===== src/rtl/core/sbrp_pkg.sv =====
// ----------------------------------------------------------------------------
// STUN binding response parser package
// Payload types, status codes and protocol constants.
// ----------------------------------------------------------------------------
package sbrp_pkg;

  localparam int MAX_MESSAGE_BYTES_DEF = 2048;

  localparam logic [31:0] XOR_KEY      = 32'h2112_A442;
  localparam logic [15:0] ATTR_XMA     = 16'h0020;
  localparam logic [15:0] ATTR_XMA_OLD = 16'h8020;
  localparam logic [7:0]  HEADER_BYTE  = 8'h01;
  localparam int          HEADER_LEN   = 20;
  localparam logic [7:0]  FAMILY_IPV4  = 8'h01;
  localparam int          MIN_XMA_LEN  = 8;

  // wide enough for attribute start + 4 + padded 16-bit length
  localparam int SUM_W = 18;

  typedef enum logic [1:0] {
    MS_SEARCH,
    MS_FOUND,
    MS_STOP
  } match_state_t;

  typedef enum logic [2:0] {
    ST_OK,
    ST_SHORT,
    ST_NOT_SUCCESS,
    ST_NO_ADDR,
    ST_NON_IPV4
  } status_t;

  typedef struct packed {
    logic [7:0] rx_byte;
    logic       last_byte;
  } in_item_t;

  typedef struct packed {
    logic [2:0]  status;
    logic [31:0] mapped_ip;
    logic [15:0] mapped_port;
  } out_item_t;

endpackage


===== src/rtl/core/sbrp_walker.sv =====
// ----------------------------------------------------------------------------
// STUN binding response parser: attribute walker
// Per-datagram parse state, updated once per byte, and the end-of-datagram
// verdict.
// ----------------------------------------------------------------------------
module sbrp_walker
  import sbrp_pkg::*;
#(
  parameter int MAX_MESSAGE_BYTES = MAX_MESSAGE_BYTES_DEF
) (
  input  logic      clk,
  input  logic      rst,
  input  logic      step,
  input  in_item_t  item,
  output out_item_t res
);

  localparam int OFF_W = $clog2(MAX_MESSAGE_BYTES + 1);
  localparam logic [OFF_W-1:0] MAX_OFF = OFF_W'(MAX_MESSAGE_BYTES);
  localparam logic [SUM_W-1:0] MAX_SUM = SUM_W'(MAX_MESSAGE_BYTES);
  localparam logic [OFF_W-1:0] HDR_OFF = OFF_W'(HEADER_LEN);

  logic [OFF_W-1:0] byte_offset, byte_offset_next;
  logic             header_bad, header_bad_next;
  logic [OFF_W-1:0] attr_start, attr_start_next;
  logic [31:0]      attr_header_word, attr_header_word_next;
  match_state_t     match_state, match_state_next;
  logic [OFF_W-1:0] match_end, match_end_next;
  logic [7:0]       addr_family, addr_family_next;
  logic [15:0]      masked_port, masked_port_next;
  logic [31:0]      masked_ip, masked_ip_next;

  logic             in_range;
  logic [OFF_W-1:0] rel;
  logic [OFF_W-1:0] n;
  logic [31:0]      hw_shift;
  logic [15:0]      a_type, a_len;
  logic [SUM_W-1:0] end_sum, pad_len, next_sum;

  always_ff @(posedge clk) begin
    if (rst) begin
      byte_offset      <= '0;
      header_bad       <= 1'b0;
      attr_start       <= HDR_OFF;
      attr_header_word <= '0;
      match_state      <= MS_SEARCH;
      match_end        <= '0;
      addr_family      <= '0;
      masked_port      <= '0;
      masked_ip        <= '0;
    end else begin
      byte_offset      <= byte_offset_next;
      header_bad       <= header_bad_next;
      attr_start       <= attr_start_next;
      attr_header_word <= attr_header_word_next;
      match_state      <= match_state_next;
      match_end        <= match_end_next;
      addr_family      <= addr_family_next;
      masked_port      <= masked_port_next;
      masked_ip        <= masked_ip_next;
    end
  end

  always_comb begin
    byte_offset_next      = byte_offset;
    header_bad_next       = header_bad;
    attr_start_next       = attr_start;
    attr_header_word_next = attr_header_word;
    match_state_next      = match_state;
    match_end_next        = match_end;
    addr_family_next      = addr_family;
    masked_port_next      = masked_port;
    masked_ip_next        = masked_ip;

    in_range = (byte_offset < MAX_OFF);
    rel      = byte_offset - attr_start;
    hw_shift = {attr_header_word[23:0], item.rx_byte};
    a_type   = hw_shift[31:16];
    a_len    = hw_shift[15:0];
    end_sum  = SUM_W'(attr_start) + SUM_W'(4) + SUM_W'(a_len);
    pad_len  = (SUM_W'(a_len) + SUM_W'(3)) & ~SUM_W'(3);
    next_sum = SUM_W'(attr_start) + SUM_W'(4) + pad_len;
    n        = in_range ? byte_offset + OFF_W'(1) : byte_offset;

    if (step && in_range) begin
      byte_offset_next = byte_offset + OFF_W'(1);
      if ((byte_offset == OFF_W'(0) || byte_offset == OFF_W'(1)) &&
          item.rx_byte != HEADER_BYTE) begin
        header_bad_next = 1'b1;
      end
      if (match_state == MS_SEARCH && byte_offset >= HDR_OFF &&
          byte_offset >= attr_start) begin
        if (rel < OFF_W'(4)) begin
          attr_header_word_next = hw_shift;
        end
        if (rel == OFF_W'(3)) begin
          if ((a_type == ATTR_XMA || a_type == ATTR_XMA_OLD) &&
              a_len >= 16'(MIN_XMA_LEN)) begin
            if (end_sum > MAX_SUM) begin
              match_state_next = MS_STOP;
            end else begin
              match_state_next = MS_FOUND;
              match_end_next   = end_sum[OFF_W-1:0];
            end
          end else if (next_sum >= MAX_SUM) begin
            match_state_next = MS_STOP;
          end else begin
            attr_start_next       = next_sum[OFF_W-1:0];
            attr_header_word_next = '0;
          end
        end
      end else if (match_state == MS_FOUND && byte_offset >= attr_start) begin
        if (rel == OFF_W'(5)) begin
          addr_family_next = item.rx_byte;
        end else if (rel == OFF_W'(6) || rel == OFF_W'(7)) begin
          masked_port_next = {masked_port[7:0], item.rx_byte};
        end else if (rel inside {[8:11]}) begin
          masked_ip_next = {masked_ip[23:0], item.rx_byte};
        end
      end
    end

    // An attribute found on this very byte always ends past n, and a family
    // byte taken now lies in such an attribute, so the stored values suffice.
    res = '0;
    if (n < HDR_OFF) begin
      res.status = ST_SHORT;
    end else if (header_bad_next) begin
      res.status = ST_NOT_SUCCESS;
    end else if (match_state == MS_FOUND && match_end <= n) begin
      if (addr_family == FAMILY_IPV4) begin
        res.status      = ST_OK;
        res.mapped_ip   = masked_ip_next ^ XOR_KEY;
        res.mapped_port = masked_port_next ^ XOR_KEY[31:16];
      end else begin
        res.status = ST_NON_IPV4;
      end
    end else begin
      res.status = ST_NO_ADDR;
    end

    if (step && item.last_byte) begin
      byte_offset_next      = '0;
      header_bad_next       = 1'b0;
      attr_start_next       = HDR_OFF;
      attr_header_word_next = '0;
      match_state_next      = MS_SEARCH;
      match_end_next        = '0;
      addr_family_next      = '0;
      masked_port_next      = '0;
      masked_ip_next        = '0;
    end
  end

endmodule


===== src/rtl/core/sbrp_out_reg.sv =====
// ----------------------------------------------------------------------------
// STUN binding response parser: result register
// Holds one verdict until the downstream side takes it.
// ----------------------------------------------------------------------------
module sbrp_out_reg
  import sbrp_pkg::*;
(
  input  logic      clk,
  input  logic      rst,
  input  logic      load,
  input  out_item_t d,
  input  logic      stall,
  output logic      valid,
  output out_item_t q
);

  always_ff @(posedge clk) begin
    if (rst) begin
      valid <= 1'b0;
    end else if (load) begin
      valid <= 1'b1;
    end else if (!stall) begin
      valid <= 1'b0;
    end
  end

  always_ff @(posedge clk) begin
    if (load) begin
      q <= d;
    end
  end

endmodule


===== src/rtl/core/stun_binding_response_parser_core.sv =====
// ----------------------------------------------------------------------------
// STUN binding response parser core
// Byte-wide parser that pulls the XOR-mapped IPv4 address and port out of a
// binding success response.
// ----------------------------------------------------------------------------
// One datagram byte is taken per clock with no gaps; a byte request is held
// only while a verdict sits unread in the result register and the byte in
// the input register is the datagram's last. Each byte passes the input
// register and the parse-state update, and for the last byte the result
// register, which loads the verdict worked out combinationally from the input
// register and parse state when that byte advances. Bytes beyond
// MAX_MESSAGE_BYTES are counted out but not parsed. Parse state returns to
// its reset values after each verdict.
module stun_binding_response_parser_core
  import sbrp_pkg::*;
#(
  parameter int MAX_MESSAGE_BYTES = MAX_MESSAGE_BYTES_DEF
) (
  input  logic      clk,
  input  logic      rst,
  input  logic      byte_valid,
  output logic      byte_stall,
  input  in_item_t  byte_data,
  output logic      result_valid,
  input  logic      result_stall,
  output out_item_t result_data
);

  logic      in_full;
  in_item_t  in_item;
  logic      advance;
  logic      accept;
  out_item_t verdict;

  // the only blocker is a last byte facing a full, stalled result register
  assign advance    = in_full && !(in_item.last_byte && result_valid && result_stall);
  assign byte_stall = in_full && !advance;
  assign accept     = byte_valid && !byte_stall;

  always_ff @(posedge clk) begin
    if (rst) begin
      in_full <= 1'b0;
    end else if (accept) begin
      in_full <= 1'b1;
    end else if (advance) begin
      in_full <= 1'b0;
    end
  end

  always_ff @(posedge clk) begin
    if (accept) begin
      in_item <= byte_data;
    end
  end

  sbrp_walker #(
    .MAX_MESSAGE_BYTES(MAX_MESSAGE_BYTES)
  ) u_walker (
    .clk  (clk),
    .rst  (rst),
    .step (advance),
    .item (in_item),
    .res  (verdict)
  );

  sbrp_out_reg u_out (
    .clk   (clk),
    .rst   (rst),
    .load  (advance && in_item.last_byte),
    .d     (verdict),
    .stall (result_stall),
    .valid (result_valid),
    .q     (result_data)
  );

endmodule


===== config.mk =====
export PLATFORM = sky130hd
export DESIGN_NAME = stun_binding_response_parser_core
export DESIGN_NICKNAME = d
export VERILOG_FILES = /design/src/rtl/core/sbrp_pkg.sv /design/src/rtl/core/sbrp_walker.sv /design/src/rtl/core/sbrp_out_reg.sv /design/src/rtl/core/stun_binding_response_parser_core.sv
export SDC_FILE = /design/constraint.sdc
export NUM_CORES = 1
export LEC_CHECK = 0
export BUFFER_PORTS_ARGS = -buffer_cell sky130_fd_sc_hd__buf_2
export CAP_MARGIN = 20
export CORE_ASPECT_RATIO = 0.6
export CORE_UTILIZATION = 65
export DETAILED_ROUTE_END_ITERATION = 16
export PLACE_DENSITY = 0.92
export SLEW_MARGIN = 40
export SYNTH_ARGS = -nofsm -noshare
export SYNTH_HDL_FRONTEND = slang
export SYNTH_SLANG_ARGS = --single-unit

===== constraint.sdc =====
create_clock -name clk -period 8.6 [get_ports clk]
set_clock_uncertainty 0.1 [all_clocks]
set_input_delay 0.43 -clock clk [delete_from_list [all_inputs] [get_ports clk]]
set_output_delay 0.43 -clock clk [all_outputs]
set_load 0.005 [all_outputs]

# Word level (Yosys, flattened, before mapping)
# Cells that the tools add are included.
# Widths: inputs -> output; s select.
[totals]
register_bits = 189
input_bits = 13
out_inout_bits = 53
wordCells = 113
[classes]
addsub = 6
n_lt_le_gt_ge = 11
eq_ne = 11
n_mux = 28
bitwise = 8
reduce_logical = 32
[op_table]
columns = ["cell", "count"]
rows = [
  ["$mux 32", 10],
  ["$mux 16", 5],
  ["$eq 12x3->1 const B", 3],
  ["$add 18x16->18", 1],
  ["$add 18x18->18", 1],
  ["$ge 18x12->1 const B", 1],
  ["$gt 18x12->1 const B", 1],
  ["$add 16x2->17 const B", 1],
  ["$eq 16x16->1 const B", 1],
  ["$eq 16x6->1 const B", 1],
  ["$ge 16x4->1 const B", 1],
  ["$logic_and 1x1->1", 14],
  ["$add 12x3->13 const B", 1],
  ["$add 12x1->12 const B", 1],
  ["$eq 12x1->1 const B", 1],
  ["$eq 12x2->1 const B", 1],
  ["$ge 12x12->1", 1],
  ["$ge 12x4->1 const B", 1],
  ["$ge 12x5->1 const B", 1],
  ["$le 12x12->1", 1],
  ["$le 12x4->1 const B", 1],
  ["$logic_not 12->1", 1],
  ["$lt 12x12->1 const B", 1],
  ["$lt 12x3->1 const B", 1],
  ["other kinds (23)", 44],
]

# Logic depth before layout (Yosys ltp)
# Gate-level depths: netlist of the first run.
[depth]
depth_word = 10
ltp_mapped = 16
depth_no_buf = 15

# Modules after synthesis
# From an unflattened synthesis of the first run, not the netlist that was laid out.
[unflattened]
cells_unflattened = 991
hier_area_um2 = 9282.7
[modules_own_cells]
columns = ["mod", "n_inst", "cells_per_inst", "area_each_um2"]
rows = [
  ["sbrp_walker", 1, 918, 7388.3],
  ["sbrp_out_reg", 1, 54, 1560.2],
  ["stun_binding_response_parser_core", 1, 19, 334.1],
]

# Worst setup path before layout of the first run
# OpenSTA, ideal clock, no wires.
[synth_path]
path_type = "reg-to-reg"
start = "register in_full"
end = "register u_walker.match_end[4]"
setup_time_ns = 0.135
t_arrival_ns = 3.988
slack_ns = 4.377
path_stages_with_launch = 7
path_buffers = 2
period_less_slack_ns = 4.223
cell_sequence = "dfxtp_1 > nand2_1 > a21oi_1 > or2_2 > clkbuf_1 > clkbuf_1 > a211oi_1"
[synth_via]
elab_chain_len = 3
word_cells_on_any_way = 5
classes_between = "reduce/logical: 5"
[synth_rtl]
columns = ["element", "line_no", "source"]
rows = [
  ["start, declared", "stun_binding_response_parser_core.sv:29", "logic in_full;"],
  ["start signal, assigned", "stun_binding_response_parser_core.sv:42", "in_full <= 1'b0;"],
  ["start signal, assigned", "stun_binding_response_parser_core.sv:44", "in_full <= 1'b1;"],
  ["start signal, assigned", "stun_binding_response_parser_core.sv:46", "in_full <= 1'b0;"],
  ["$logic_and 1x1->1", "stun_binding_response_parser_core.sv:36", "assign advance = in_full && !(in_item.last_byte && result_valid && result_stall);"],
  ["$logic_and 1x1->1", "n/a", ""],
  ["via u_out.load", "sbrp_out_reg.sv:10", "input logic load,"],
  ["$reduce_or 2->1 (no source line)", "n/a", ""],
  ["end signal, assigned", "sbrp_walker.sv:57", "match_end <= match_end_next;"],
  ["end, declared", "sbrp_walker.sv:28", "logic [OFF_W-1:0] match_end, match_end_next;"],
]
# The timed path passes the listed nets, and every way through them passes these cells.
# A chain may end at the register's enable or synchronous reset.

# Worst setup path in the final report of the first run
[layout_path]
start = "register in_item[4] in the netlist's numbering"
end = "register u_walker.attr_start[6]"
[layout_via]
elab_chain_len = 5
word_cells_on_any_way = 8
classes_between = "add/sub: 2; order compare: 2; bitwise: 2; reduce/logical: 2"
[layout_rtl]
columns = ["element", "line_no", "source"]
rows = [
  ["start, declared", "stun_binding_response_parser_core.sv:30", "in_item_t in_item;"],
  ["start signal, assigned", "stun_binding_response_parser_core.sv:52", "in_item <= byte_data;"],
  ["$add 16x2->17", "sbrp_walker.sv:81", "pad_len = (SUM_W'(a_len) + SUM_W'(3)) & ~SUM_W'(3);"],
  ["$add 18x18->18", "sbrp_walker.sv:82", "next_sum = SUM_W'(attr_start) + SUM_W'(4) + pad_len;"],
  ["$ge 18x12->1", "sbrp_walker.sv:105", "end else if (next_sum >= MAX_SUM) begin"],
  ["$not 1->1 (no source line)", "n/a", ""],
  ["$reduce_and 5->1 (no source line)", "n/a", ""],
  ["end signal, assigned", "sbrp_walker.sv:54", "attr_start <= attr_start_next;"],
  ["end, declared", "sbrp_walker.sv:25", "logic [OFF_W-1:0] attr_start, attr_start_next;"],
]
# Several ways; a longest one is shown, not always the timed one.

==> results of run 1 <==
## sequential cells by signal, summed over array words and instances, names as in the netlist, named ones only
| signal | flops |
|---|---|
| u_walker.attr_header_word | 23 |
| in_full | 1 |
| u_walker.addr_family | 8 |
| in_item | 9 |
| u_walker.byte_offset | 12 |
| u_out.valid | 1 |
| u_walker.match_state | 2 |
| u_walker.match_end | 12 |
| u_walker.masked_port | 16 |
| u_walker.attr_start | 10 |
| u_walker.masked_ip | 25 |
| u_walker.header_bad | 1 |
| u_out.q | 51 |
## metrics by stage
stage / instances / worst slack [ns] / utilization / area (sq um) / total power [mW]
final: 1173 / 3.96 / 0.747 / 10200 / 1.77
after detailed placement: 1140 / 4.22 / 0.699 / 9580 / 0.968
after global routing: 1173 / 3.80 / 0.747 / 10200 / 1.81
after global placement: 1140 / 4.07 / 0.698 / 9560 / 0.966
after floorplan: 923 / 4.38 / - / 9170 / 0.946
after CTS: 1172 / 4.02 / 0.746 / 10200 / 1.77
## logic make-up (layout without fill, tap and decap cells)
logic type,Yosys count,in the layout,share of synthesized area
buf+inv,73,131,0.0371
compound gates,139,139,0.103
fa+ha+maj,53,53,0.0748
mux,88,88,0.0971
flops,178,178,0.454
simple gates,335,335,0.180
xor+xnor,57,57,0.0544
## layer usage
metal,up-vias,global-route usage
met4,0,0.110
met1,3510,0.453
met5,-,0
met2,438,0.473
met3,67,0.0955
li1,3391,-
## power groups by stage
stage          Clock [mW]  Combinational [mW]  Sequential [mW]
6_report            0.818              0.0705            0.883
4_1_cts             0.819              0.0687            0.882
3_3_place_gp            0              0.0649            0.901
3_5_place_dp            0              0.0667            0.901
2_1_floorplan           0              0.0512            0.895
5_1_grt             0.853              0.0767            0.883
## synthesized netlist by cell type (all sizes together) (3+ instances only)
cell,number
xor2,18
clkbuf,23
o2111ai,3
dfxtp,118
fa,3
mux2i,80
inv,27
or3,3
a21oi,45
nand4,24
and3,7
nand2,32
nor2b,13
a31oi,7
nor4b,3
buf,23
a211oi,6
a21o,9
nor2,165
nor4,11
mux2,8
o211ai,8
and2,11
nand2b,6
o21a,4
nand4b,3
edfxtp,60
and4,4
ha,50
o21ai,32
or4,6
nor3,16
xnor2,39
nand3,22
a2111oi,3
## worst max-delay path by stage
| stage | from | to |
|---|---|---|
| 3_5_place_dp | in_item[4]$_DFFE_PP_ | u_walker.attr_start[6]$_SDFFE_PP0P_ |
| 3_3_place_gp | u_walker.attr_start[4]$_SDFFE_PP1P_ | u_walker.match_end[0]$_SDFFE_PP0P_ |
| 6_report | in_item[4]$_DFFE_PP_ | u_walker.attr_start[6]$_SDFFE_PP0P_ |
| 2_1_floorplan | in_full$_SDFFE_PP0P_ | u_walker.match_end[4]$_SDFFE_PP0P_ |
| 4_1_cts | in_item[4]$_DFFE_PP_ | u_walker.attr_start[6]$_SDFFE_PP0P_ |
| 5_1_grt | in_item[4]$_DFFE_PP_ | u_walker.attr_start[6]$_SDFFE_PP0P_ |
## area by class of cell
| cell class | count | area [sq um] | area share |
|---|---|---|---|
| clock buffers | 17 | 425 | 0.0416 |
| flip-flops and latches | 178 | 4160 | 0.407 |
| repair buffers | 72 | 378 | 0.0369 |
| inverters | 27 | 101 | 0.00990 |
| clock inverters | 15 | 218 | 0.0213 |
| multi-input cells | 672 | 4710 | 0.460 |
| well taps | 192 | 240 | 0.0235 |
## critical path: stages, from the launching register on
cell,delay (ns)
sky130_fd_sc_hd__edfxtp_1,0.71
sky130_fd_sc_hd__o2111ai_1,0.33
sky130_fd_sc_hd__nor2_1,0.29
sky130_fd_sc_hd__and4_1,0.32
sky130_fd_sc_hd__nand2_1,0.10
sky130_fd_sc_hd__xnor2_1,0.25
sky130_fd_sc_hd__ha_1,0.28
sky130_fd_sc_hd__a2111oi_0,0.49
sky130_fd_sc_hd__o211ai_1,0.16
sky130_fd_sc_hd__a31oi_1,0.23
sky130_fd_sc_hd__o21ai_1,0.25
sky130_fd_sc_hd__nor4b_4,0.48
sky130_fd_sc_hd__buf_4,0.26
sky130_fd_sc_hd__mux2i_1,0.22
sky130_fd_sc_hd__nor2_1,0.06
==> flow_summary.html, run 1 <==
<table>
<tr><th>Metric</th><th>Value</th></tr>
<tr><th colspan="2">Pwr</th></tr>
<tr><td>Clock Power Share</td><td>0.462</td></tr>
<tr><td>Net load switching power</td><td>~470 uW</td></tr>
<tr><td>Switch share</td><td>0.265</td></tr>
<tr><td>Leak Pwr</td><td>4.34 nW</td></tr>
<tr><td>Internal</td><td>1.30 mW</td></tr>
<tr><td>Power Density</td><td>173 mW/mm^2</td></tr>
<tr><td>Sequential power share</td><td>0.498</td></tr>
<tr><td>Peak supply drop</td><td>between 0.1 and 0.15 mV</td></tr>
<tr><td>Logic pwr share</td><td>0.040</td></tr>
<tr><th colspan="2">Floorplan</th></tr>
<tr><td>Die width</td><td>about 160 microns</td></tr>
<tr><td>Number of primary I/O pins</td><td>66</td></tr>
<tr><td>Number of standard-cell rows in the floorplan</td><td>33</td></tr>
<tr><td>Height of the die</td><td>94.0 microns</td></tr>
<tr><td>Area inside the core boundary</td><td>0.0137 sq mm</td></tr>
<tr><td>Starting Density</td><td>0.669</td></tr>
<tr><td>Die Outline Area</td><td>0.0146 sq mm</td></tr>
<tr><th colspan="2">Yosys</th></tr>
<tr><td>Share of flip-flops with an asynchronous set or reset</td><td>0</td></tr>
<tr><td>#FFs+latches synth</td><td>~180</td></tr>
<tr><td>Number of enable flip-flop cells after synthesis</td><td>60</td></tr>
<tr><td>Average instance area after synthesis</td><td>slightly below 10 sq um</td></tr>
<tr><td>Netlist Area Pre-Place</td><td>0.00917 sq mm</td></tr>
<tr><td>Number of distinct library cells after synthesis</td><td>71</td></tr>
<tr><td>Synth Net Count</td><td>around 1000</td></tr>
<tr><td>Area contributors post-synth</td><td>sky130_fd_sc_hd__dfxtp_1 26%, sky130_fd_sc_hd__edfxtp_1 20%, sky130_fd_sc_hd__mux2i_1 8.7%</td></tr>
<tr><td>Predominant post-synthesis flop cell</td><td>sky130_fd_sc_hd__dfxtp_1</td></tr>
<tr><td>Area share of the leading cell type in the synthesized netlist</td><td>0.258</td></tr>
<tr><td>Fraction of the yosys area taken by sequential cells</td><td>0.454</td></tr>
<tr><td>Number of instances in the synthesized netlist</td><td>923</td></tr>
<tr><td>Yosys top cell by area</td><td>sky130_fd_sc_hd__dfxtp_1</td></tr>
<tr><td>Total number of yosys warnings</td><td>0</td></tr>
<tr><th colspan="2">Drt</th></tr>
<tr><td>Number of remaining DRC errors</td><td>0</td></tr>
<tr><td>Uppermost layer routed</td><td>met4</td></tr>
<tr><td>Wire length per cell after detailed routing</td><td>19.7 microns</td></tr>
<tr><td>Via count</td><td>7406</td></tr>
<tr><td>Final ANT Viol Nets</td><td>0</td></tr>
<tr><td>Total length of routed met3 wires</td><td>2580 microns</td></tr>
<tr><td>DR pass1 iterations</td><td>6</td></tr>
<tr><td>Detailed-route vias per instance</td><td>around 6.3</td></tr>
<tr><td>Post-route met1 wirelength</td><td>between 10000 and 15000 microns</td></tr>
<tr><td>Total detailed-routing wirelength</td><td>around 23000 microns</td></tr>
<tr><td>Count of routing violations after the opening detailed-route iteration</td><td>896</td></tr>
<tr><td>Detail Route met2 WL</td><td>9900 microns</td></tr>
<tr><th colspan="2">Global routing</th></tr>
<tr><td>First-pass GRT wire length</td><td>36100 microns</td></tr>
<tr><td>Number of global-route vias before repair</td><td>between 6000 and 7000</td></tr>
<tr><td>Largest net degree at the start of global routing</td><td>53</td></tr>
<tr><td>Overall fraction of global-route tracks in use</td><td>0.323</td></tr>
<tr><td>Sum of overflow across all layers after global routing</td><td>0</td></tr>
<tr><td>Antenna violations before repair</td><td>0</td></tr>
<tr><th colspan="2">Critical path</th></tr>
<tr><td>Arrival time worst endpoint</td><td>4.86 ns</td></tr>
<tr><td>Critical Path Sink Type</td><td>register</td></tr>
<tr><td>Endpoint of the lowest-slack register-to-register path</td><td>u_walker.attr_start[6]$_SDFFE_PP0P_</td></tr>
<tr><td>Critical R2R Launch</td><td>in_item[4]$_DFFE_PP_</td></tr>
<tr><td>Worst-path maximum fanout</td><td>11</td></tr>
<tr><td>Setup CP Type</td><td>register to register</td></tr>
<tr><td>Launching element type of the critical path</td><td>register</td></tr>
<tr><td>Data required time of the worst path</td><td>between 8 and 9 ns</td></tr>
<tr><td>Internal reg-to-reg setup slack</td><td>3.96 ns</td></tr>
<tr><td>Number of cell instances on the worst register-to-register path</td><td>14</td></tr>
<tr><th colspan="2">Clock network</th></tr>
<tr><td>TritonCTS Buffers</td><td>17</td></tr>
<tr><td>Clock tree buffer depth</td><td>2</td></tr>
<tr><td>Clock latency of the later-clocked register in the worst-skew pair</td><td>0.45 ns</td></tr>
<tr><td>Register clock-pin slew on the reported worst setup and hold paths</td><td>0.08 ns</td></tr>
<tr><td>Number of sinks handled by clock tree synthesis</td><td>178</td></tr>
<tr><td>Cts-stage hold buffer count</td><td>0</td></tr>
<tr><td>CTS H-tree lvls</td><td>4</td></tr>
<tr><td>Root Buffer</td><td>sky130_fd_sc_hd__clkbuf_16</td></tr>
<tr><td>CTS tree</td><td>yes</td></tr>
<tr><td>Count of instances resized after the clock tree is built</td><td>0</td></tr>
<tr><td>Post-CTS Repair Setup Buffers</td><td>0</td></tr>
<tr><th colspan="2">Cells and area</th></tr>
<tr><td>Most frequent standard cell in the layout excluding fill and tap cells</td><td>sky130_fd_sc_hd__nor2_1</td></tr>
<tr><td>Final-stage net count</td><td>between 1000 and 1500</td></tr>
<tr><td>Share of layout cells above drive strength 1</td><td>0.143</td></tr>
<tr><td>Commonest cells after routing, fill and taps aside</td><td>165 x sky130_fd_sc_hd__nor2_1, 118 x sky130_fd_sc_hd__dfxtp_1, 80 x sky130_fd_sc_hd__mux2i_1</td></tr>
<tr><td>Ant. Diodes</td><td>0</td></tr>
<tr><td>Synthesis-to-layout area growth</td><td>11.6%</td></tr>
<tr><td>Filler Cells Inserted</td><td>889</td></tr>
<tr><th colspan="2">STA</th></tr>
<tr><td>Slew at the pin with the worst max-slew slack</td><td>just under 0.8 ns</td></tr>
<tr><td>Hold violation count in the final report</td><td>0</td></tr>
<tr><td>Count of final setup violators</td><td>0</td></tr>
<tr><td>Slew Viols, Final</td><td>0</td></tr>
<tr><td>Max-Slew Margin vs Limit</td><td>0.474</td></tr>
<tr><td>Unrepaired setup endpoints after global routing</td><td>false</td></tr>
<tr><td>Setup total negative slack</td><td>0 ns</td></tr>
<tr><td>Final period utilization</td><td>0.540</td></tr>
<tr><td>Min Hold Slack</td><td>~0.048 ns</td></tr>
<tr><td>Final critical delay including setup and external delays</td><td>4.64 ns</td></tr>
<tr><td>Max Fclk</td><td>215 MHz</td></tr>
<tr><th colspan="2">Place</th></tr>
<tr><td>HPWL Detailed</td><td>15700 microns</td></tr>
<tr><td>Final weighted congestion in routability-driven placement</td><td>1.02</td></tr>
<tr><td>Total of buffers placed on input and output ports</td><td>65</td></tr>
<tr><th colspan="2">Worst hold path</th></tr>
<tr><td>Classification of the worst-slack hold path</td><td>input port to register</td></tr>
<tr><td>Hold path depth</td><td>1</td></tr>
<tr><td>Hold Crit Start</td><td>byte_data[8]</td></tr>
<tr><td>WHS Endpoint</td><td>in_item[8]$_DFFE_PP_</td></tr>
<tr><th colspan="2">Run</th></tr>
<tr><td>Maximum Capacitance Violations</td><td>0</td></tr>
<tr><th colspan="2">Status</th></tr>
<tr><td>Status</td><td>finished clean</td></tr>
</table>
No activity file was read; power rests on OpenSTA's default activity.
==> run 2: changes to the inputs <==
--- a/config.mk
+++ b/config.mk
@@ -8,9 +8,9 @@
 export BUFFER_PORTS_ARGS = -buffer_cell sky130_fd_sc_hd__buf_2
 export CAP_MARGIN = 20
 export CORE_ASPECT_RATIO = 0.6
-export CORE_UTILIZATION = 65
+export CORE_UTILIZATION = 55
 export DETAILED_ROUTE_END_ITERATION = 16
-export PLACE_DENSITY = 0.92
+export PLACE_DENSITY = 0.84
 export SLEW_MARGIN = 40
 export SYNTH_ARGS = -nofsm -noshare
 export SYNTH_HDL_FRONTEND = slang
==> constraint.sdc (replaced) <==
create_clock -name clk -period 4.2 [get_ports clk]
set_clock_uncertainty 0.1 [all_clocks]
set_input_delay 0.21 -clock clk [delete_from_list [all_inputs] [get_ports clk]]
set_output_delay 0.21 -clock clk [all_outputs]
set_load 0.005 [all_outputs]
==> run 2 against run 1 <==
Clock power increased by 87%. Count of clock-buffer cells in the layout is 7 higher. Global-route usage down 5.7 points. Via count fell by 1.1%. Sequential share of layout area fell by 0.94 points. Sequential power grew 100%. Non-clock buffer count grew 29. Critical path type unchanged.
==> flow_summary.html, run 2 (synthesized netlist as in run 1, its figures left out) <==
<table>
<tr><th>Metric</th><th>Value</th></tr>
<tr><th colspan="2">STA</th></tr>
<tr><td>Max Fclk</td><td>246 MHz (+14%)</td></tr>
<tr><td>Final critical delay including setup and external delays</td><td>4.06 ns (-0.581 ns)</td></tr>
<tr><td>Hold violation count in the final report</td><td>0 (unchanged)</td></tr>
<tr><td>Slew at the pin with the worst max-slew slack</td><td>0.793 ns (+0.00592 ns)</td></tr>
<tr><td>Slew Viols, Final</td><td>0 (unchanged)</td></tr>
<tr><td>Min Hold Slack</td><td>0.0569 ns (+0.00849 ns)</td></tr>
<tr><td>Final period utilization</td><td>0.967 (+0.427)</td></tr>
<tr><td>Max-Slew Margin vs Limit</td><td>0.472 (-0.00248)</td></tr>
<tr><td>Setup total negative slack</td><td>0 ns (unchanged)</td></tr>
<tr><td>Count of final setup violators</td><td>0 (unchanged)</td></tr>
<tr><td>Unrepaired setup endpoints after global routing</td><td>false</td></tr>
<tr><th colspan="2">Cells and area</th></tr>
<tr><td>Final-stage net count</td><td>1064 (+2.9%)</td></tr>
<tr><td>Biggest register</td><td>u_out.q</td></tr>
<tr><td>Most frequent standard cell in the layout excluding fill and tap cells</td><td>sky130_fd_sc_hd__nor2_1</td></tr>
<tr><td>Ant. Diodes</td><td>0 (unchanged)</td></tr>
<tr><td>Share of layout cells above drive strength 1</td><td>0.160 (+0.0175)</td></tr>
<tr><td>Regs by FF count</td><td>u_out.q x51, u_walker.masked_ip x25, u_walker.attr_header_word x23</td></tr>
<tr><td>Max FFs per register</td><td>51 (unchanged)</td></tr>
<tr><td>Finished Layout Cells</td><td>1239 (+5.6%)</td></tr>
<tr><td>Commonest cells after routing, fill and taps aside</td><td>165 x sky130_fd_sc_hd__nor2_1, 117 x sky130_fd_sc_hd__dfxtp_1, 80 x sky130_fd_sc_hd__mux2i_1</td></tr>
<tr><td>Fraction of the core area covered by cells at the end of the flow</td><td>0.644 (-0.102)</td></tr>
<tr><td>Synthesis-to-layout area growth</td><td>14.3%</td></tr>
<tr><th colspan="2">Worst hold path</th></tr>
<tr><td>Classification of the worst-slack hold path</td><td>input port to register</td></tr>
<tr><th colspan="2">Global routing</th></tr>
<tr><td>Overall fraction of global-route tracks in use</td><td>0.266 (-0.0567)</td></tr>
<tr><td>Number of global-route vias before repair</td><td>6725 (-2.1%)</td></tr>
<tr><td>Largest net degree at the start of global routing</td><td>53 (unchanged)</td></tr>
<tr><td>Antenna violations before repair</td><td>0 (unchanged)</td></tr>
<tr><td>Sum of overflow across all layers after global routing</td><td>0 (unchanged)</td></tr>
<tr><td>First-pass GRT wire length</td><td>35100 microns (-2.8%)</td></tr>
<tr><th colspan="2">Pwr</th></tr>
<tr><td>Power Density</td><td>334 mW/mm^2 (+93%)</td></tr>
<tr><td>Leak Pwr</td><td>4.46 nW (+2.6%)</td></tr>
<tr><td>Total power draw</td><td>3.50 mW (+97%)</td></tr>
<tr><td>Peak supply drop</td><td>0.254 mV (+140%)</td></tr>
<tr><th colspan="2">Drt</th></tr>
<tr><td>DR pass1 iterations</td><td>6 (unchanged)</td></tr>
<tr><td>Detailed-route vias per instance</td><td>5.91 (-6.4%)</td></tr>
<tr><td>Number of remaining DRC errors</td><td>0 (unchanged)</td></tr>
<tr><td>Count of routing violations after the opening detailed-route iteration</td><td>690 (-23%)</td></tr>
<tr><td>Wire length per cell after detailed routing</td><td>18.1 microns (-8.1%)</td></tr>
<tr><td>Total detailed-routing wirelength</td><td>22400 microns (-2.9%)</td></tr>
<tr><td>Via count</td><td>7322 (-1.1%)</td></tr>
<tr><td>Final ANT Viol Nets</td><td>0 (unchanged)</td></tr>
<tr><th colspan="2">Floorplan</th></tr>
<tr><td>Starting Density</td><td>0.564 (-0.105)</td></tr>
<tr><td>Die Outline Area</td><td>0.0172 sq mm (+18%)</td></tr>
<tr><td>Number of standard-cell rows in the floorplan</td><td>36 (+9.1%)</td></tr>
<tr><td>Height of the die</td><td>102 microns (+8.5%)</td></tr>
<tr><td>Area inside the core boundary</td><td>0.0163 sq mm (+19%)</td></tr>
<tr><td>Number of primary I/O pins</td><td>66 (unchanged)</td></tr>
<tr><td>Die width</td><td>169 microns (+8.6%)</td></tr>
<tr><th colspan="2">Run</th></tr>
<tr><td>Maximum Capacitance Violations</td><td>0 (unchanged)</td></tr>
<tr><th colspan="2">Critical path</th></tr>
<tr><td>Data required time of the worst path</td><td>4.39 ns (-4.43 ns)</td></tr>
<tr><td>Arrival time worst endpoint</td><td>4.25 ns (-0.61 ns)</td></tr>
<tr><td>Critical Path Sink Type</td><td>register</td></tr>
<tr><td>Worst-path maximum fanout</td><td>7 (-4)</td></tr>
<tr><td>Launching element type of the critical path</td><td>register</td></tr>
<tr><td>Setup CP Type</td><td>register to register</td></tr>
<tr><th colspan="2">Clock network</th></tr>
<tr><td>Root Buffer</td><td>sky130_fd_sc_hd__clkbuf_16</td></tr>
<tr><td>Number of sinks handled by clock tree synthesis</td><td>178 (unchanged)</td></tr>
<tr><td>TritonCTS Buffers</td><td>17 (unchanged)</td></tr>
<tr><td>Clock tree buffer depth</td><td>2 (unchanged)</td></tr>
<tr><td>CTS tree</td><td>yes</td></tr>
<tr><td>Register clock-pin slew on the reported worst setup and hold paths</td><td>0.07 ns (about the same)</td></tr>
<tr><td>Post-CTS Repair Setup Buffers</td><td>0 (unchanged)</td></tr>
<tr><td>Clock latency of the later-clocked register in the worst-skew pair</td><td>0.43 ns (-0.02 ns)</td></tr>
<tr><td>CTS H-tree lvls</td><td>4 (unchanged)</td></tr>
<tr><th colspan="2">Place</th></tr>
<tr><td>Total of buffers placed on input and output ports</td><td>65 (unchanged)</td></tr>
<tr><td>Final weighted congestion in routability-driven placement</td><td>1.02 (-0.20%)</td></tr>
<tr><td>Total instance count after detailed placement</td><td>1195 (+4.8%)</td></tr>
<tr><td>HPWL Detailed</td><td>15900 microns (+1.5%)</td></tr>
<tr><th colspan="2">Status</th></tr>
<tr><td>Status</td><td>finished clean</td></tr>
</table>
-- run 2: worst paths after layout --
path                                                           from                                    to  slack (ns)  cells after the start
worst min-delay path                                   result_stall              u_out.valid$_SDFFE_PP0P_        0.06                      3
worst max-delay path            u_walker.attr_start[3]$_SDFFE_PP0P_  u_walker.match_state[1]$_SDFFE_PP0P_        0.14                     12
worst max register to register  u_walker.attr_start[3]$_SDFFE_PP0P_  u_walker.match_state[1]$_SDFFE_PP0P_        0.14                     12
worst min register to register   u_walker.match_end[3]$_SDFFE_PP0P_    u_walker.match_end[3]$_SDFFE_PP0P_        0.38                      2
-- run 2: area by class of cell --
type | instances | area [sq um]
fillers | 1215 | 5780
multi-input cells | 673 | 4720
clock buffers | 24 | 503
clock inverters | 8 | 67.6
inverters | 27 | 101
flip-flops and latches | 178 | 4170
well taps | 228 | 285
repair buffers | 101 | 636
-- run 2: critical path: stages, from the launching register on --
cell and delay [ns]:
sky130_fd_sc_hd__dfxtp_1 0.46, sky130_fd_sc_hd__ha_1 0.27, sky130_fd_sc_hd__nand3_1 0.11, sky130_fd_sc_hd__xnor2_1 0.31, sky130_fd_sc_hd__ha_1 0.39, sky130_fd_sc_hd__a21oi_2 0.20, sky130_fd_sc_hd__o211a_4 0.20, sky130_fd_sc_hd__xnor2_1 0.08
sky130_fd_sc_hd__or4_1 0.44, sky130_fd_sc_hd__o41a_1 0.39, sky130_fd_sc_hd__or4_4 0.64, sky130_fd_sc_hd__a41oi_1 0.27, sky130_fd_sc_hd__nor2_1 0.06
-- run 2: routing by layer --
layer,routed length [microns],vias to the layer above,GRT usage
met1,10400,3513,0.379
met2,9320,315,0.385
met4,252,0,0.0678
met5,0,-,0
met3,2430,29,0.0895
li1,-,3465,-
-- run 2: power breakdown --
group          leakage [nW]  switching (mW)  internal (mW)
Combinational          2.59           0.106         0.0616
Clock                 0.284           0.677          0.853
Sequential             1.59          0.0132           1.79
-- run 2: timing repair --
item / CTS / global route
endpoints found under the hold margin: 12 / 0
resized for setup: 0 / 7
hold buffers: 11 / 0
endpoints found under the setup margin: 0 / 14
-- run 2: stage by stage --
stage          setup WS [ns]  cell area, sq um
2_1_floorplan          0.611              9170
3_3_place_gp           0.221              9760
3_5_place_dp           0.103              9770
4_1_cts               0.0681             10400
5_1_grt              0.00408             10500
6_report               0.140             10500
==> run 3: changes to the inputs <==
--- a/config.mk
+++ b/config.mk
@@ -10,7 +10,7 @@
 export CORE_ASPECT_RATIO = 0.6
 export CORE_UTILIZATION = 55
 export DETAILED_ROUTE_END_ITERATION = 16
-export PLACE_DENSITY = 0.84
+export PLACE_DENSITY = 0.82
 export SLEW_MARGIN = 40
 export SYNTH_ARGS = -nofsm -noshare
 export SYNTH_HDL_FRONTEND = slang
==> run 3 against run 2 <==
Sequential share of layout area down 0.25 points. First-iteration DRC count up 27%. Combinational power up 5%.
==> flow_summary.html, run 3 (synthesized netlist as in run 1, its figures left out) <==
<table>
<tr><th>Metric</th><th>Value</th></tr>
<tr><th colspan="2">STA</th></tr>
<tr><td>Unrepaired setup endpoints after global routing</td><td>false</td></tr>
<tr><td>Slew at the pin with the worst max-slew slack</td><td>0.732 ns (-0.0611 ns)</td></tr>
<tr><td>Final critical delay including setup and external delays</td><td>4.01 ns (-0.0506 ns)</td></tr>
<tr><td>Slew Viols, Final</td><td>0 (unchanged)</td></tr>
<tr><td>Worst setup slack after layout</td><td>0.190 ns (+0.0506 ns)</td></tr>
<tr><td>Count of final setup violators</td><td>0 (unchanged)</td></tr>
<tr><td>Setup total negative slack</td><td>0 ns (unchanged)</td></tr>
<tr><td>Final period utilization</td><td>0.955 (-0.0120)</td></tr>
<tr><td>Max Fclk</td><td>249 MHz (+1.3%)</td></tr>
<tr><td>Hold violation count in the final report</td><td>0 (unchanged)</td></tr>
<tr><td>Max-Slew Margin vs Limit</td><td>0.512 (+0.0407)</td></tr>
<tr><th colspan="2">Critical path</th></tr>
<tr><td>Data required time of the worst path</td><td>4.41 ns (+0.02 ns)</td></tr>
<tr><td>Launching element type of the critical path</td><td>register</td></tr>
<tr><td>Cell with the largest stage delay on the worst path</td><td>sky130_fd_sc_hd__or4_4</td></tr>
<tr><td>Critical Path, Cell by Cell</td><td>inv_1 &gt; nor3_1 &gt; and3_1 &gt; nand3_1 &gt; xnor2_2 &gt; ha_2 &gt; nand4_1 &gt; a21oi_1 &gt; nor3_1 &gt; xnor2_1 &gt; o41a_1 &gt; or4_4 &gt; buf_12 &gt; o21ai_2 &gt; a21oi_1</td></tr>
<tr><td>Crit-path leading delay family</td><td>simple AND/OR/NAND/NOR gates</td></tr>
<tr><td>Setup CP Type</td><td>register to register</td></tr>
<tr><td>Number of buffer and inverter stages on the critical path</td><td>2 (+2)</td></tr>
<tr><td>Arrival time worst endpoint</td><td>4.22 ns (-0.03 ns)</td></tr>
<tr><td>Slowest cell delay on critical path</td><td>0.59 ns (-0.05 ns)</td></tr>
<tr><td>Critical R2R Launch</td><td>u_walker.attr_start[4]$_SDFFE_PP1P_</td></tr>
<tr><td>Worst-path maximum fanout</td><td>10 (+3)</td></tr>
<tr><td>Critical Path Sink Type</td><td>register</td></tr>
<tr><td>Internal reg-to-reg setup slack</td><td>0.19 ns (+0.05 ns)</td></tr>
<tr><td>Crit path launch</td><td>u_walker.attr_start[4]$_SDFFE_PP1P_</td></tr>
<tr><th colspan="2">Cells and area</th></tr>
<tr><td>Synthesis-to-layout area growth</td><td>14.9%</td></tr>
<tr><td>Final-stage net count</td><td>1068 (+0.38%)</td></tr>
<tr><td>Most frequent standard cell in the layout excluding fill and tap cells</td><td>sky130_fd_sc_hd__nor2_1</td></tr>
<tr><td>Regs by FF count</td><td>u_out.q x51, u_walker.masked_ip x25, u_walker.attr_header_word x23</td></tr>
<tr><td>Ant. Diodes</td><td>0 (unchanged)</td></tr>
<tr><td>Biggest register</td><td>u_out.q</td></tr>
<tr><td>Commonest cells after routing, fill and taps aside</td><td>165 x sky130_fd_sc_hd__nor2_1, 118 x sky130_fd_sc_hd__dfxtp_1, 80 x sky130_fd_sc_hd__mux2i_1</td></tr>
<tr><td>Share of layout cells above drive strength 1</td><td>0.161 (+0.000354)</td></tr>
<tr><td>Max FFs per register</td><td>51 (unchanged)</td></tr>
<tr><td>Filler Cells Inserted</td><td>1238 (+1.9%)</td></tr>
<tr><th colspan="2">Global routing</th></tr>
<tr><td>Sum of overflow across all layers after global routing</td><td>0 (unchanged)</td></tr>
<tr><td>Number of global-route vias before repair</td><td>6564 (-2.4%)</td></tr>
<tr><td>First-pass GRT wire length</td><td>35100 microns (+0.20%)</td></tr>
<tr><td>Overall fraction of global-route tracks in use</td><td>0.265 (-0.000839)</td></tr>
<tr><td>Largest net degree at the start of global routing</td><td>49 (-7.5%)</td></tr>
<tr><td>Antenna violations before repair</td><td>0 (unchanged)</td></tr>
<tr><th colspan="2">Clock network</th></tr>
<tr><td>Register clock-pin slew on the reported worst setup and hold paths</td><td>0.07 ns (about the same)</td></tr>
<tr><td>Clock tree buffer depth</td><td>2 (unchanged)</td></tr>
<tr><td>CTS H-tree lvls</td><td>4 (unchanged)</td></tr>
<tr><td>CTS tree</td><td>yes</td></tr>
<tr><td>Clock latency of the later-clocked register in the worst-skew pair</td><td>0.43 ns (about the same)</td></tr>
<tr><td>TritonCTS Buffers</td><td>17 (unchanged)</td></tr>
<tr><td>Root Buffer</td><td>sky130_fd_sc_hd__clkbuf_16</td></tr>
<tr><td>Number of sinks handled by clock tree synthesis</td><td>178 (unchanged)</td></tr>
<tr><th colspan="2">Pwr</th></tr>
<tr><td>Power Density</td><td>336 mW/mm^2 (+0.62%)</td></tr>
<tr><td>Leak Pwr</td><td>4.49 nW (+0.84%)</td></tr>
<tr><td>Peak supply drop</td><td>0.306 mV (+20%)</td></tr>
<tr><th colspan="2">Run</th></tr>
<tr><td>Maximum Capacitance Violations</td><td>0 (unchanged)</td></tr>
<tr><th colspan="2">Drt</th></tr>
<tr><td>Total detailed-routing wirelength</td><td>22200 microns (-0.99%)</td></tr>
<tr><td>Via count</td><td>7256 (-0.90%)</td></tr>
<tr><td>Number of remaining DRC errors</td><td>0 (unchanged)</td></tr>
<tr><td>Wire length per cell after detailed routing</td><td>17.9 microns (-1.3%)</td></tr>
<tr><td>Detailed-route vias per instance</td><td>5.84 (-1.2%)</td></tr>
<tr><td>Final ANT Viol Nets</td><td>0 (unchanged)</td></tr>
<tr><td>DR pass1 iterations</td><td>5 (-1)</td></tr>
<tr><td>Count of routing violations after the opening detailed-route iteration</td><td>876 (+27%)</td></tr>
<tr><th colspan="2">Worst hold path</th></tr>
<tr><td>Classification of the worst-slack hold path</td><td>input port to register</td></tr>
<tr><td>Hold Crit Start</td><td>result_stall</td></tr>
<tr><th colspan="2">Floorplan</th></tr>
<tr><td>Die width</td><td>169 microns (unchanged)</td></tr>
<tr><td>Starting Density</td><td>0.564 (unchanged)</td></tr>
<tr><td>Area inside the core boundary</td><td>0.0163 sq mm (unchanged)</td></tr>
<tr><td>Height of the die</td><td>102 microns (unchanged)</td></tr>
<tr><td>Number of primary I/O pins</td><td>66 (unchanged)</td></tr>
<tr><td>Die Outline Area</td><td>0.0172 sq mm (unchanged)</td></tr>
<tr><td>Number of standard-cell rows in the floorplan</td><td>36 (unchanged)</td></tr>
<tr><th colspan="2">Place</th></tr>
<tr><td>Total of buffers placed on input and output ports</td><td>65 (unchanged)</td></tr>
<tr><td>Final weighted congestion in routability-driven placement</td><td>0.976 (-4.4%)</td></tr>
<tr><td>HPWL Detailed</td><td>15600 microns (-1.9%)</td></tr>
<tr><td>Setup slack at placement</td><td>0.176 ns (+0.0731 ns)</td></tr>
<tr><th colspan="2">Status</th></tr>
<tr><td>Status</td><td>finished clean</td></tr>
</table>
run 3: cell types whose count changed in the layout (fill, tap and decap cells not counted), sizes merged:
cell / delta
clkbuf: -7
buf: +5
clkinv: +4
bufinv: +1
clkinvlp: +1
inv: +1
or4: -1
run 3: area by class of cell:
cell class,count,area [sq um],area share
Multi-Input combinational cell,672,4710,0.447
Sequential cell,178,4160,0.395
Timing Repair Buffer,106,698,0.0662
Clock buffer,17,425,0.0404
Tap cell,228,285,0.0271
Clock inverter,15,151,0.0144
Inverter,27,101,0.00962
run 3: layer usage:
metal | part of all wire | global-route usage | vias up
met2 | 0.42 | 0.380 | 295
met5 | 0 | 0 | -
met3 | 0.085 | 0.0616 | 21
li1 | - | - | 3470
met1 | 0.49 | 0.401 | 3470
met4 | 0.0075 | 0.0601 | 0
run 3: worst paths after layout:
| path | to | depth (start not counted) |
|---|---|---|
| setup reg to reg | u_walker.match_end[10]$_SDFFE_PP0P_ | 15 |
| hold reg to reg | u_walker.match_end[0]$_SDFFE_PP0P_ | 2 |
| setup / recovery | u_walker.match_end[10]$_SDFFE_PP0P_ | 15 |
| hold / removal | u_out.valid$_SDFFE_PP0P_ | 3 |
run 3: worst reg2reg max path, delay by kind of cell (launching register included):
family | cells | cell delay [ns]
compound gates | 4 | 0.87
fa+ha+maj | 1 | 0.40
buf+inv | 2 | 0.26
flops | 1 | 0.42
xor+xnor | 2 | 0.35
simple gates | 6 | 1.48
run 3: timing repair:
| action | 4_1_cts | 5_1_grt |
|---|---|---|
| setup endpoints to repair | 0 | 14 |
| hold endpoints to repair | 12 | 0 |
| hold buffers | 11 | 0 |
| resized for setup | 0 | 4 |
| buffers inserted | 0 | 2 |
run 3: report_power, final:
part           internal [mW]  switching (mW)
Combinational         0.0631           0.112
Sequential              1.79         0.00866
Clock                  0.838           0.732
run 3: stage by stage:
stage	hold slack [ns]	cell area, sq um	total power, mW	cells	util
after floorplan	0.179	9170	1.94	923	-
after global placement	0.286	9800	1.99	1198	0.603
after detailed placement	0.289	9810	1.99	1198	0.603
after CTS	0.0449	10500	3.54	1241	0.646
after global routing	0.0521	10500	3.63	1243	0.648
final	0.0572	10500	3.54	1243	0.648
